--- src/hdl/urm_pkg.sv ---
`timescale 1ns / 1ps
`default_nettype none
// ----------------------------------------------------------------------------
// urm_pkg
// Shared types, register map and constants of the ultrasonic range block.
// ----------------------------------------------------------------------------
package urm_pkg;

  // Default counter width for tick and interval counters.
  localparam int COUNT_WIDTH_DEF = 20;

  // Field widths.
  localparam int TEMP_W     = 12;
  localparam int DIST_W     = 16;
  localparam int TIMEOUT_W  = 20;
  // Signed width of the Q20 sound speed and of the first multiplier operand.
  localparam int VEL_W      = 22;
  // The halving plus the Q20 scaling of the distance product.
  localparam int DIST_SHIFT = 21;

  // Configuration port.
  localparam int CFG_ADDR_W = 5;
  localparam int CFG_DATA_W = 32;
  localparam int REG_IDX_W  = 3;

  // Register indexes.
  localparam logic [REG_IDX_W-1:0] REG_RESET_LOW    = 3'd0;
  localparam logic [REG_IDX_W-1:0] REG_TRIGGER_HIGH = 3'd1;
  localparam logic [REG_IDX_W-1:0] REG_ECHO_TIMEOUT = 3'd2;
  localparam logic [REG_IDX_W-1:0] REG_MAX_RANGE    = 3'd3;
  localparam logic [REG_IDX_W-1:0] REG_BASE_VEL     = 3'd4;
  localparam logic [REG_IDX_W-1:0] REG_TEMP_COEF    = 3'd5;

  // Register reset values.
  localparam logic [9:0]  RST_RESET_LOW    = 10'd2;
  localparam logic [9:0]  RST_TRIGGER_HIGH = 10'd10;
  localparam logic [19:0] RST_ECHO_TIMEOUT = 20'd30000;
  localparam logic [15:0] RST_MAX_RANGE    = 16'd4000;
  localparam logic [15:0] RST_BASE_VEL     = 16'd21712;
  localparam logic [7:0]  RST_TEMP_COEF    = 8'd40;

  // Configuration register set.
  typedef struct packed {
    logic [9:0]  reset_low_us;
    logic [9:0]  trigger_high_us;
    logic [19:0] echo_timeout_us;
    logic [15:0] max_range_mm;
    logic [15:0] base_velocity_q16;
    logic [7:0]  temp_coef_q16;
  } cfg_t;

  // Measurement phase.
  typedef enum logic [1:0] {
    PH_IDLE = 2'd0,
    PH_LOW  = 2'd1,
    PH_HIGH = 2'd2,
    PH_WAIT = 2'd3
  } phase_t;

  // Sequencer steps around the shared multiplier.
  typedef enum logic [2:0] {
    SEQ_IDLE  = 3'd0,
    SEQ_MUL_T = 3'd1,
    SEQ_ADD_V = 3'd2,
    SEQ_MUL_D = 3'd3,
    SEQ_CLAMP = 3'd4,
    SEQ_OUT   = 3'd5
  } seq_t;

  // Status flags of one result beat.
  typedef struct packed {
    logic trigger_level;
    logic busy_res;
    logic done_res;
    logic timed_out;
  } res_flags_t;

endpackage
`default_nettype wire

--- src/hdl/urm_regs.sv ---
`timescale 1ns / 1ps
`default_nettype none
// ----------------------------------------------------------------------------
// urm_regs
// APB-style configuration register file with read back.
// ----------------------------------------------------------------------------
module urm_regs (
  input  wire                             clk,
  input  wire                             rst_n,
  input  wire                             cfg_psel,
  input  wire                             cfg_penable,
  input  wire                             cfg_pwrite,
  input  wire  [urm_pkg::CFG_ADDR_W-1:0]  cfg_paddr,
  input  wire  [urm_pkg::CFG_DATA_W-1:0]  cfg_pwdata,
  output logic [urm_pkg::CFG_DATA_W-1:0]  cfg_prdata,
  output logic                            cfg_pready,
  output urm_pkg::cfg_t                   cfg
);

  urm_pkg::cfg_t                  cfg_r;
  urm_pkg::cfg_t                  cfg_nxt;
  logic [urm_pkg::REG_IDX_W-1:0]  idx;
  logic                           wr_en;

  assign cfg_pready = 1'b1;
  assign idx        = cfg_paddr[urm_pkg::CFG_ADDR_W-1:2];
  assign wr_en      = cfg_psel & cfg_penable & cfg_pwrite & cfg_pready;
  assign cfg        = cfg_r;

  // Write decode; indexes past the register list are ignored.
  always_comb begin
    cfg_nxt = cfg_r;
    if (wr_en) begin
      case (idx)
        urm_pkg::REG_RESET_LOW:    cfg_nxt.reset_low_us      = cfg_pwdata[9:0];
        urm_pkg::REG_TRIGGER_HIGH: cfg_nxt.trigger_high_us   = cfg_pwdata[9:0];
        urm_pkg::REG_ECHO_TIMEOUT: cfg_nxt.echo_timeout_us   = cfg_pwdata[19:0];
        urm_pkg::REG_MAX_RANGE:    cfg_nxt.max_range_mm      = cfg_pwdata[15:0];
        urm_pkg::REG_BASE_VEL:     cfg_nxt.base_velocity_q16 = cfg_pwdata[15:0];
        urm_pkg::REG_TEMP_COEF:    cfg_nxt.temp_coef_q16     = cfg_pwdata[7:0];
        default:                   cfg_nxt = cfg_r;
      endcase
    end
  end

  // Register storage.
  always_ff @(posedge clk) begin
    if (!rst_n) begin
      cfg_r.reset_low_us      <= urm_pkg::RST_RESET_LOW;
      cfg_r.trigger_high_us   <= urm_pkg::RST_TRIGGER_HIGH;
      cfg_r.echo_timeout_us   <= urm_pkg::RST_ECHO_TIMEOUT;
      cfg_r.max_range_mm      <= urm_pkg::RST_MAX_RANGE;
      cfg_r.base_velocity_q16 <= urm_pkg::RST_BASE_VEL;
      cfg_r.temp_coef_q16     <= urm_pkg::RST_TEMP_COEF;
    end else begin
      cfg_r <= cfg_nxt;
    end
  end

  // Read back.
  always_comb begin
    case (idx)
      urm_pkg::REG_RESET_LOW:    cfg_prdata = 32'(cfg_r.reset_low_us);
      urm_pkg::REG_TRIGGER_HIGH: cfg_prdata = 32'(cfg_r.trigger_high_us);
      urm_pkg::REG_ECHO_TIMEOUT: cfg_prdata = 32'(cfg_r.echo_timeout_us);
      urm_pkg::REG_MAX_RANGE:    cfg_prdata = 32'(cfg_r.max_range_mm);
      urm_pkg::REG_BASE_VEL:     cfg_prdata = 32'(cfg_r.base_velocity_q16);
      urm_pkg::REG_TEMP_COEF:    cfg_prdata = 32'(cfg_r.temp_coef_q16);
      default:                   cfg_prdata = '0;
    endcase
  end

endmodule
`default_nettype wire

--- src/hdl/urm_mul.sv ---
`timescale 1ns / 1ps
`default_nettype none
// ----------------------------------------------------------------------------
// urm_mul
// Shared signed multiplier with a registered product.
// ----------------------------------------------------------------------------
module urm_mul #(
  parameter int A_W = 22,
  parameter int B_W = 21
) (
  input  wire                         clk,
  input  wire                         en,
  input  wire  signed [A_W-1:0]       op_a,
  input  wire  signed [B_W-1:0]       op_b,
  output logic signed [A_W+B_W-1:0]   prod
);

  logic signed [A_W+B_W-1:0] prod_r;

  // The product is captured only when the sequencer issues an operation.
  always_ff @(posedge clk) begin
    if (en) begin
      prod_r <= op_a * op_b;
    end
  end

  assign prod = prod_r;

endmodule
`default_nettype wire

--- src/hdl/urm_ctrl.sv ---
`timescale 1ns / 1ps
`default_nettype none
// ----------------------------------------------------------------------------
// urm_ctrl
// Ranging phase logic, distance sequencer and output beat register.
// ----------------------------------------------------------------------------
module urm_ctrl #(
  parameter int COUNT_WIDTH = urm_pkg::COUNT_WIDTH_DEF
) (
  input  wire                                        clk,
  input  wire                                        rst_n,
  input  urm_pkg::cfg_t                              cfg,
  input  wire                                        in_tvalid,
  output logic                                       in_tready,
  input  wire                                        in_func,
  input  wire  signed [urm_pkg::TEMP_W-1:0]          in_temperature,
  input  wire                                        in_echo_level,
  output logic                                       out_tvalid,
  input  wire                                        out_tready,
  output urm_pkg::res_flags_t                        out_flags,
  output logic [urm_pkg::DIST_W-1:0]                 out_distance_mm,
  output logic                                       mul_en,
  output logic signed [urm_pkg::VEL_W-1:0]           mul_a,
  output logic signed [COUNT_WIDTH:0]                mul_b,
  input  wire  signed [urm_pkg::VEL_W+COUNT_WIDTH:0] mul_prod
);

  localparam int CW    = COUNT_WIDTH;
  localparam int B_W   = CW + 1;
  localparam int CMP_W = (CW > urm_pkg::TIMEOUT_W) ? CW : urm_pkg::TIMEOUT_W;
  localparam logic [CW-1:0] CNT_MAX = {CW{1'b1}};

  // Ranging state.
  urm_pkg::phase_t                    phase_r, phase_nxt;
  logic [CW-1:0]                      tick_r, tick_nxt;
  logic                               echo_prev_r, echo_prev_nxt;
  logic [CW-1:0]                      interval_r, interval_nxt;
  logic signed [urm_pkg::TEMP_W-1:0]  temp_r, temp_nxt;

  // Sequencer and working registers.
  urm_pkg::seq_t                      seq_r, seq_nxt;
  urm_pkg::res_flags_t                flags_r, flags_nxt;
  logic [urm_pkg::VEL_W-2:0]          vel_r, vel_nxt;
  logic [urm_pkg::DIST_W-1:0]         dist_r, dist_nxt;

  // Output beat register.
  logic                               out_valid_r, out_valid_nxt;
  urm_pkg::res_flags_t                out_flags_r, out_flags_nxt;
  logic [urm_pkg::DIST_W-1:0]         out_dist_r, out_dist_nxt;

  logic [CW-1:0]                      cnt_inc;
  logic signed [urm_pkg::VEL_W-1:0]   vel_sum;
  logic [CW-1:0]                      dist_raw;
  logic                               fin;
  logic                               tmo;

  assign in_tready       = (seq_r == urm_pkg::SEQ_IDLE);
  assign out_tvalid      = out_valid_r;
  assign out_flags       = out_flags_r;
  assign out_distance_mm = out_dist_r;

  // Saturating tick increment.
  assign cnt_inc = (tick_r == CNT_MAX) ? tick_r : tick_r + 1'b1;

  // Sound speed in Q20: base * 16 plus the coefficient product.
  assign vel_sum = $signed(urm_pkg::VEL_W'({cfg.base_velocity_q16, 4'b0000}))
                 + $signed(mul_prod[urm_pkg::VEL_W-1:0]);

  // Distance before clamping: the product shifted down by the Q20 scale and halving.
  assign dist_raw = mul_prod[urm_pkg::DIST_SHIFT +: CW];

  // Phase update, sequencer and output loading.
  always_comb begin
    fin           = 1'b0;
    tmo           = 1'b0;
    phase_nxt     = phase_r;
    tick_nxt      = tick_r;
    echo_prev_nxt = echo_prev_r;
    interval_nxt  = interval_r;
    temp_nxt      = temp_r;
    seq_nxt       = seq_r;
    flags_nxt     = flags_r;
    vel_nxt       = vel_r;
    dist_nxt      = dist_r;
    out_valid_nxt = out_valid_r & ~out_tready;
    out_flags_nxt = out_flags_r;
    out_dist_nxt  = out_dist_r;
    mul_en        = 1'b0;
    mul_a         = '0;
    mul_b         = '0;
    case (seq_r)
      urm_pkg::SEQ_IDLE: begin
        if (in_tvalid) begin
          if (in_func) begin
            // A start while busy is ignored.
            if (phase_r == urm_pkg::PH_IDLE) begin
              temp_nxt  = in_temperature;
              tick_nxt  = '0;
              phase_nxt = (cfg.reset_low_us == '0) ? urm_pkg::PH_HIGH : urm_pkg::PH_LOW;
            end
          end else if (phase_r != urm_pkg::PH_IDLE) begin
            tick_nxt = cnt_inc;
            case (phase_r)
              urm_pkg::PH_LOW: begin
                if (CMP_W'(cnt_inc) >= CMP_W'(cfg.reset_low_us)) begin
                  phase_nxt = urm_pkg::PH_HIGH;
                  tick_nxt  = '0;
                end
              end
              urm_pkg::PH_HIGH: begin
                if (CMP_W'(cnt_inc) >= CMP_W'(cfg.trigger_high_us)) begin
                  phase_nxt = urm_pkg::PH_WAIT;
                  tick_nxt  = '0;
                end
              end
              default: begin
                // The falling echo edge wins over the timeout.
                if (echo_prev_r && !in_echo_level) begin
                  interval_nxt = cnt_inc;
                  fin          = 1'b1;
                end else if ((CMP_W'(cnt_inc) >= CMP_W'(cfg.echo_timeout_us)) ||
                             (cnt_inc == CNT_MAX)) begin
                  fin = 1'b1;
                  tmo = 1'b1;
                end
                if (fin) begin
                  phase_nxt = urm_pkg::PH_IDLE;
                  tick_nxt  = '0;
                end
              end
            endcase
          end
          echo_prev_nxt           = in_echo_level;
          flags_nxt.trigger_level = (phase_nxt == urm_pkg::PH_HIGH);
          flags_nxt.busy_res      = (phase_nxt != urm_pkg::PH_IDLE);
          flags_nxt.done_res      = fin;
          flags_nxt.timed_out     = tmo;
          dist_nxt                = '0;
          seq_nxt                 = fin ? urm_pkg::SEQ_MUL_T : urm_pkg::SEQ_OUT;
        end
      end
      urm_pkg::SEQ_MUL_T: begin
        // Coefficient times the held temperature.
        mul_en  = 1'b1;
        mul_a   = $signed(urm_pkg::VEL_W'(cfg.temp_coef_q16));
        mul_b   = B_W'(temp_r);
        seq_nxt = urm_pkg::SEQ_ADD_V;
      end
      urm_pkg::SEQ_ADD_V: begin
        // A negative speed is taken as zero.
        vel_nxt = vel_sum[urm_pkg::VEL_W-1] ? '0 : vel_sum[urm_pkg::VEL_W-2:0];
        seq_nxt = urm_pkg::SEQ_MUL_D;
      end
      urm_pkg::SEQ_MUL_D: begin
        // Speed times the stored interval.
        mul_en  = 1'b1;
        mul_a   = $signed({1'b0, vel_r});
        mul_b   = $signed({1'b0, interval_r});
        seq_nxt = urm_pkg::SEQ_CLAMP;
      end
      urm_pkg::SEQ_CLAMP: begin
        if (CMP_W'(dist_raw) > CMP_W'(cfg.max_range_mm)) begin
          dist_nxt = cfg.max_range_mm;
        end else begin
          dist_nxt = urm_pkg::DIST_W'(dist_raw);
        end
        seq_nxt = urm_pkg::SEQ_OUT;
      end
      urm_pkg::SEQ_OUT: begin
        // Load the beat once the output register is free or being taken.
        if (!out_valid_r || out_tready) begin
          out_valid_nxt = 1'b1;
          out_flags_nxt = flags_r;
          out_dist_nxt  = dist_r;
          seq_nxt       = urm_pkg::SEQ_IDLE;
        end
      end
      default: begin
        seq_nxt = urm_pkg::SEQ_IDLE;
      end
    endcase
  end

  // Control state.
  always_ff @(posedge clk) begin
    if (!rst_n) begin
      phase_r     <= urm_pkg::PH_IDLE;
      tick_r      <= '0;
      echo_prev_r <= 1'b0;
      interval_r  <= '0;
      temp_r      <= '0;
      seq_r       <= urm_pkg::SEQ_IDLE;
      out_valid_r <= 1'b0;
    end else begin
      phase_r     <= phase_nxt;
      tick_r      <= tick_nxt;
      echo_prev_r <= echo_prev_nxt;
      interval_r  <= interval_nxt;
      temp_r      <= temp_nxt;
      seq_r       <= seq_nxt;
      out_valid_r <= out_valid_nxt;
    end
  end

  // Working and payload registers.
  always_ff @(posedge clk) begin
    flags_r     <= flags_nxt;
    vel_r       <= vel_nxt;
    dist_r      <= dist_nxt;
    out_flags_r <= out_flags_nxt;
    out_dist_r  <= out_dist_nxt;
  end

`ifndef ASSERT_OFF
  // A finishing beat never reports busy.
  a_done_not_busy: assert property (@(posedge clk) disable iff (!rst_n)
    out_valid_r && out_flags_r.done_res |-> !out_flags_r.busy_res)
    else $error("done beat reports busy");

  // Without done, the timeout flag and the distance are zero.
  a_idle_fields: assert property (@(posedge clk) disable iff (!rst_n)
    out_valid_r && !out_flags_r.done_res |-> !out_flags_r.timed_out && out_dist_r == '0)
    else $error("fields set on a beat without done");

  // The trigger is high only while busy.
  a_trig_busy: assert property (@(posedge clk) disable iff (!rst_n)
    out_valid_r && out_flags_r.trigger_level |-> out_flags_r.busy_res)
    else $error("trigger high outside a measurement");

  // The distance steps run in fixed order after the first multiply.
  a_seq_order: assert property (@(posedge clk) disable iff (!rst_n)
    seq_r == urm_pkg::SEQ_MUL_T |=> seq_r == urm_pkg::SEQ_ADD_V ##1
      seq_r == urm_pkg::SEQ_MUL_D ##1 seq_r == urm_pkg::SEQ_CLAMP)
    else $error("distance sequence out of order");

  // The phase only changes when an input beat is accepted.
  a_phase_hold: assert property (@(posedge clk) disable iff (!rst_n)
    !(in_tvalid && in_tready) |=> $stable(phase_r))
    else $error("phase changed without an input beat");
`endif

endmodule
`default_nettype wire

--- src/hdl/ultrasonic_range_measure.sv ---
`timescale 1ns / 1ps
`default_nettype none
// ----------------------------------------------------------------------------
// ultrasonic_range_measure
// Sonar ranging controller stepped by microsecond tick beats, with a
// temperature-compensated distance computed on a shared multiplier.
// ----------------------------------------------------------------------------
//  Channel  Direction  Handshake                 Contents
//  in_      slave      in_tvalid / in_tready     tick or start, temperature, echo
//  out_     master     out_tvalid / out_tready   trigger, status, distance
//  cfg_     APB slave  psel, penable, pready     six configuration registers
//
//  A tick or start beat that does not finish a measurement goes straight to the
//  output step. A finishing beat first makes two passes through the shared
//  multiplier (speed, then distance), with one add and one clamp step.
//  Synchronous active-low reset returns to idle with the register defaults.
//  A stalled output holds the sequencer in its output step; input is not
//  accepted until the pending beat is loaded into the output register.
// ----------------------------------------------------------------------------
module ultrasonic_range_measure #(
  parameter int COUNT_WIDTH = urm_pkg::COUNT_WIDTH_DEF
) (
  input  wire                             clk,
  input  wire                             rst_n,
  // Input channel.
  input  wire                             in_tvalid,
  output logic                            in_tready,
  input  wire  [15:0]                     in_tdata,   // [11:0] temperature, [12] echo_level
  input  wire                             in_tuser,   // [0] func
  // Result channel.
  output logic                            out_tvalid,
  input  wire                             out_tready,
  output logic [23:0]                     out_tdata,  // [0] trigger_level, [1] busy_res,
                                                      // [2] done_res, [3] timed_out,
                                                      // [19:4] distance_mm
  // Configuration port.
  input  wire                             cfg_psel,
  input  wire                             cfg_penable,
  input  wire                             cfg_pwrite,
  input  wire  [urm_pkg::CFG_ADDR_W-1:0]  cfg_paddr,
  input  wire  [urm_pkg::CFG_DATA_W-1:0]  cfg_pwdata,
  output logic [urm_pkg::CFG_DATA_W-1:0]  cfg_prdata,
  output logic                            cfg_pready
);

  localparam int PW = urm_pkg::VEL_W + COUNT_WIDTH + 1;

  urm_pkg::cfg_t                     cfg;
  urm_pkg::res_flags_t               flags;
  logic [urm_pkg::DIST_W-1:0]        dist_mm;
  logic                              mul_en;
  logic signed [urm_pkg::VEL_W-1:0]  mul_a;
  logic signed [COUNT_WIDTH:0]       mul_b;
  logic signed [PW-1:0]              mul_prod;

  urm_regs u_regs (
    .clk         (clk),
    .rst_n       (rst_n),
    .cfg_psel    (cfg_psel),
    .cfg_penable (cfg_penable),
    .cfg_pwrite  (cfg_pwrite),
    .cfg_paddr   (cfg_paddr),
    .cfg_pwdata  (cfg_pwdata),
    .cfg_prdata  (cfg_prdata),
    .cfg_pready  (cfg_pready),
    .cfg         (cfg)
  );

  urm_mul #(
    .A_W (urm_pkg::VEL_W),
    .B_W (COUNT_WIDTH + 1)
  ) u_mul (
    .clk  (clk),
    .en   (mul_en),
    .op_a (mul_a),
    .op_b (mul_b),
    .prod (mul_prod)
  );

  urm_ctrl #(
    .COUNT_WIDTH (COUNT_WIDTH)
  ) u_ctrl (
    .clk             (clk),
    .rst_n           (rst_n),
    .cfg             (cfg),
    .in_tvalid       (in_tvalid),
    .in_tready       (in_tready),
    .in_func         (in_tuser),
    .in_temperature  ($signed(in_tdata[urm_pkg::TEMP_W-1:0])),
    .in_echo_level   (in_tdata[urm_pkg::TEMP_W]),
    .out_tvalid      (out_tvalid),
    .out_tready      (out_tready),
    .out_flags       (flags),
    .out_distance_mm (dist_mm),
    .mul_en          (mul_en),
    .mul_a           (mul_a),
    .mul_b           (mul_b),
    .mul_prod        (mul_prod)
  );

  // Pack the result beat, first field in the lowest bit.
  assign out_tdata = {4'b0000, dist_mm, flags.timed_out, flags.done_res,
                      flags.busy_res, flags.trigger_level};

endmodule
`default_nettype wire

--- config.mk ---
export PLATFORM = sky130hd
export DESIGN_NAME = ultrasonic_range_measure
export DESIGN_NICKNAME = d
export VERILOG_FILES = /design/src/hdl/urm_pkg.sv /design/src/hdl/urm_regs.sv /design/src/hdl/urm_mul.sv /design/src/hdl/urm_ctrl.sv /design/src/hdl/ultrasonic_range_measure.sv
export SDC_FILE = /design/constraint.sdc
export NUM_CORES = 2
export LEC_CHECK = 0
export BUFFER_PORTS_ARGS = -buffer_cell sky130_fd_sc_hd__buf_2
export CORE_MARGIN = 2
export CORE_UTILIZATION = 62
export DETAILED_ROUTE_END_ITERATION = 10
export HOLD_SLACK_MARGIN = 0.06
export PLACE_DENSITY_LB_ADDON = 0.15
export SETUP_SLACK_MARGIN = 0.15
export SLEW_MARGIN = 15
export SYNTH_ARGS = -nofsm -noshare
export SYNTH_HDL_FRONTEND = slang
export SYNTH_SLANG_ARGS = --single-unit
--- constraint.sdc ---
create_clock -name clk -period 12.1 [get_ports clk]
set_clock_uncertainty 0.05 [all_clocks]
set_input_delay 2.42 -clock clk [delete_from_list [all_inputs] [get_ports clk]]
set_output_delay 2.42 -clock clk [all_outputs]
set_load 0.005 [all_outputs]
==> key figures <==
Run status
  – Status: finished, final reports clean

Setup path
  – Worst r2r src: u_ctrl.seq_r[0]
  – Worst endpoint required time: roughly 12 ns
  – CP startpoint: u_ctrl.seq_r[0]
  – CP most frequent cell: fa_1
  – Worst Path Max Fanout: 21
  – WS Path Type: register to register
  – Startpoint types: register
  – CP max-delay cell: nand2_1
  – R2r setup slk: ~2.6 ns
  – Worst setup path end: u_mul.prod[39]
  – Reg-to-Reg End: u_mul.prod[39]
  – CP arrival: between 9 and 10 ns
  – CP Capture Type: register
  – Worst-case reg-to-reg path depth: 28
  – Peak per-stage delay on the critical path: 0.91 ns

Global route
  – Vias in the first global route: 23061
  – First-pass GRT wire length: around 130000 um
  – Total track usage: a little over a third
  – Gr ovfl total: 0
  – Largest net degree at the start of global routing: 123
  – Initial antenna violation count: 0

Worst hold path
  – Worst hold path type: register to register

Yosys
  – Post-synth EDFFs: 102
  – Mapped cell area: 27700 um2
  – Synth Warn #: 0
  – Ys flop type: dfxtp_1
  – Flops & latches, synth: 241
  – Sequential fraction of the synthesis area: 21.1%
  – Mean post-synth cell area: 8.74 um2
  – Post-synthesis async set-or-reset flop share: 0%
  – Distinct cells, synth: 82
  – Cell count after synthesis: approximately 3200

STA
  – Worst slew margin: between 20% and 30%
  – Min Tclk post-route: roughly 9.5 ns
  – Fmax achieved: ~0.11 GHz
  – Final Cycle Share: slightly below 80%
  – RSZ-0062 raised after global routing: false
  – Max Transition Viols Final: 0
  – TNS Setup: 0 ns
  – Worst Max-Slew Pin Slew: roughly 1.2 ns
  – # setup viols final: 0
  – Final Hold Viols: 0

Place
  – DP Wirelength: 64200 um
  – Port Buf Inserts: between 80 and 90
  – Gpl congestion: around 1

Route
  – DRC Markers: 0
  – Pre-Repair DR Iteration Count: 7
  – Vias/cell: 5.94
  – Iteration-0 DRC count of the detailed router: roughly 2200
  – WL/cell: ~22 um
  – Final wirelength: approximately 82000 um
  – Via Count: ~22000
  – Final ANT Viol Nets: 0

Final layout
  – Area Growth Syn to Fin: 5.80%
  – Most common cell after layout, fill and taps aside: inv_1
  – Nets: 3830
  – Post-layout util: around two thirds
  – Commonest non-fill, non-tap cells in the layout: inv_1, nand2_1, fa_1, nor2_1, ha_1
  – Antenna Diode Count: 0
  – Layout cells sized above 1: 6.56%

Floorplanning
  – Die Span Y: about 220 um
  – Chip width: roughly 220 um
  – Die area: around 46000 um2
  – I/O pin count: 120
  – Initial Util: 62.8%
  – Rows: slightly below 80
  – Core area: approximately 44000 um2

CTS
  – CTS tree: built
  – CTS clock-pin slew for the worst setup and hold paths: approximately 0.070 ns
  – Post-cts sizing count: 0
  – Max clock buf depth: 3
  – H-tree Lvls: 1
  – Latest clock arrival within the worst-skew pair: between 0.5 and 0.6 ns
  – Post-CTS Hold Fix Bufs: 0
  – CTS Sinks: 241
  – Root Driver: clkbuf_16
  – Postcts setup bufs: 0
  – CTS buffer count: 24

Power and ir drop
  – Leakage power: ~14 nW
  – VDD IR max: between 0.09 and 0.1 mV
  – Final Power: 2.01 mW
  – PwrDens: 68.6 nW/um2

Flow run
  – Max capacitance violation total: 0
[cell usage after synthesis, types with 7 or more instances]
master / n / area share [%]
inv_1: 534 / 7.2
o22ai_1: 9 / 0.20
a21oi_1: 67 / 1.2
edfxtp_1: 102 / 11
a31oi_1: 26 / 0.59
nand2_1: 515 / 7.0
or3_1: 7 / 0.16
nand3_1: 41 / 0.74
fa_1: 360 / 26
mux2i_1: 47 / 1.7
nand2b_1: 16 / 0.36
and3_1: 46 / 1.0
nor2b_1: 30 / 0.68
a22oi_1: 15 / 0.41
a21o_1: 27 / 0.73
nand4_1: 12 / 0.27
o211a_1: 18 / 0.65
clkbuf_1: 125 / 1.7
nor4_1: 9 / 0.20
a211oi_1: 24 / 0.65
o21ai_0: 58 / 1.0
buf_1: 10 / 0.14
xor2_1: 14 / 0.44
xnor2_1: 46 / 1.5
a21boi_0: 66 / 1.8
mux2_2: 18 / 0.73
buf_2: 10 / 0.18
dfxtp_1: 139 / 10
nor3_1: 43 / 0.78
ha_1: 243 / 11
o21bai_1: 7 / 0.19
o211ai_1: 39 / 1.1
and2_1: 18 / 0.41
nor2_1: 296 / 4.0
o21a_1: 15 / 0.41
buf_4: 18 / 0.49
nor3b_1: 14 / 0.38
[per-layer routing]
| metal | part of all wire (%) | track usage, % | wire length [um] |
|---|---|---|---|
| met5 | 0 | 0 | 0 |
| met4 | 6.1 | 19.3 | 4970 |
| met2 | 46 | 58.1 | 37400 |
| met3 | 9.2 | 6.46 | 7550 |
| met1 | 39 | 47.0 | 32200 |
[logic make-up after synthesis]
logic type | after synthesis | share of synthesized area [%]
compound gates | 418 | 10.5
xor+xnor | 60 | 1.90
fa+ha+maj | 603 | 37.0
buf+inv | 698 | 9.74
flops | 241 | 21.1
mux | 65 | 2.43
other cells | 2 | 0.0271
simple gates | 1085 | 17.3
[stage by stage]
stage               hold WS [ns]  area (um2)  worst slack [ns]  cells
floorplan                  0.350       27800              3.05   3187
global placement           0.352       28500              2.94   3732
detailed placement         0.355       28500              2.81   3732
CTS                        0.370       29300              2.77   3776
global route               0.372       29300              2.22   3776
finish                     0.369       29300              2.63   3776
[state kept, by name (all words and copies together), names as in the netlist, 2 cells and up]
signal,cells
u_ctrl.tick_r,20
u_ctrl.seq_r,3
u_regs.cfg,80
u_ctrl.dist_r,16
u_ctrl.phase_r,2
u_mul.prod,41
u_ctrl.temp_r,12
u_ctrl.out_distance_mm,16
u_ctrl.vel_r,21
u_ctrl.out_flags,4
u_ctrl.flags_r,4
u_ctrl.interval_r,20
[cell type report]
type / instances / area [um2]
sequential: 241 / 5850
timing repair buffer: 116 / 658
multi-input combinational: 2248 / 19300
fill: 3742 / 14800
tap: 592 / 741
clock inverter: 13 / 129
inverter: 535 / 2010
clock buffer: 31 / 678
[how the worst min path moves through the flow]
stage	endpoint	slack (ns)	cells after the start	from
after floorplan	u_ctrl.out_distance_mm[0]	0.35	0	u_ctrl.dist_r[0]
after global placement	u_ctrl.out_flags[3]	0.35	0	u_ctrl.flags_r[3]
after detailed placement	u_ctrl.out_flags[3]	0.35	0	u_ctrl.flags_r[3]
after CTS	u_ctrl.out_distance_mm[15]	0.37	0	u_ctrl.dist_r[15]
after global routing	u_ctrl.out_distance_mm[15]	0.37	0	u_ctrl.dist_r[15]
final	u_ctrl.out_distance_mm[0]	0.37	0	u_ctrl.dist_r[0]
[critical path: cells and delay by family, from the launching register on]
kind,cells,cell delay (ns)
AND/OR/NAND/NOR,7,1.79
buffers and inverters,8,1.36
adder cells (fa/ha/maj),8,3.83
XOR/XNOR,1,0.13
flip-flops,1,0.51
AO/OA/AOI/OAI,4,1.50
[where the power goes]
part | internal, mW | switching (mW) | total (mW)
logic | 0.0933 | 0.217 | 0.311
registers | 0.899 | 0.0285 | 0.927
clock network | 0.441 | 0.331 | 0.772
total | 1.43 | 0.577 | 2.01
(Power assumes the default switching activity.)
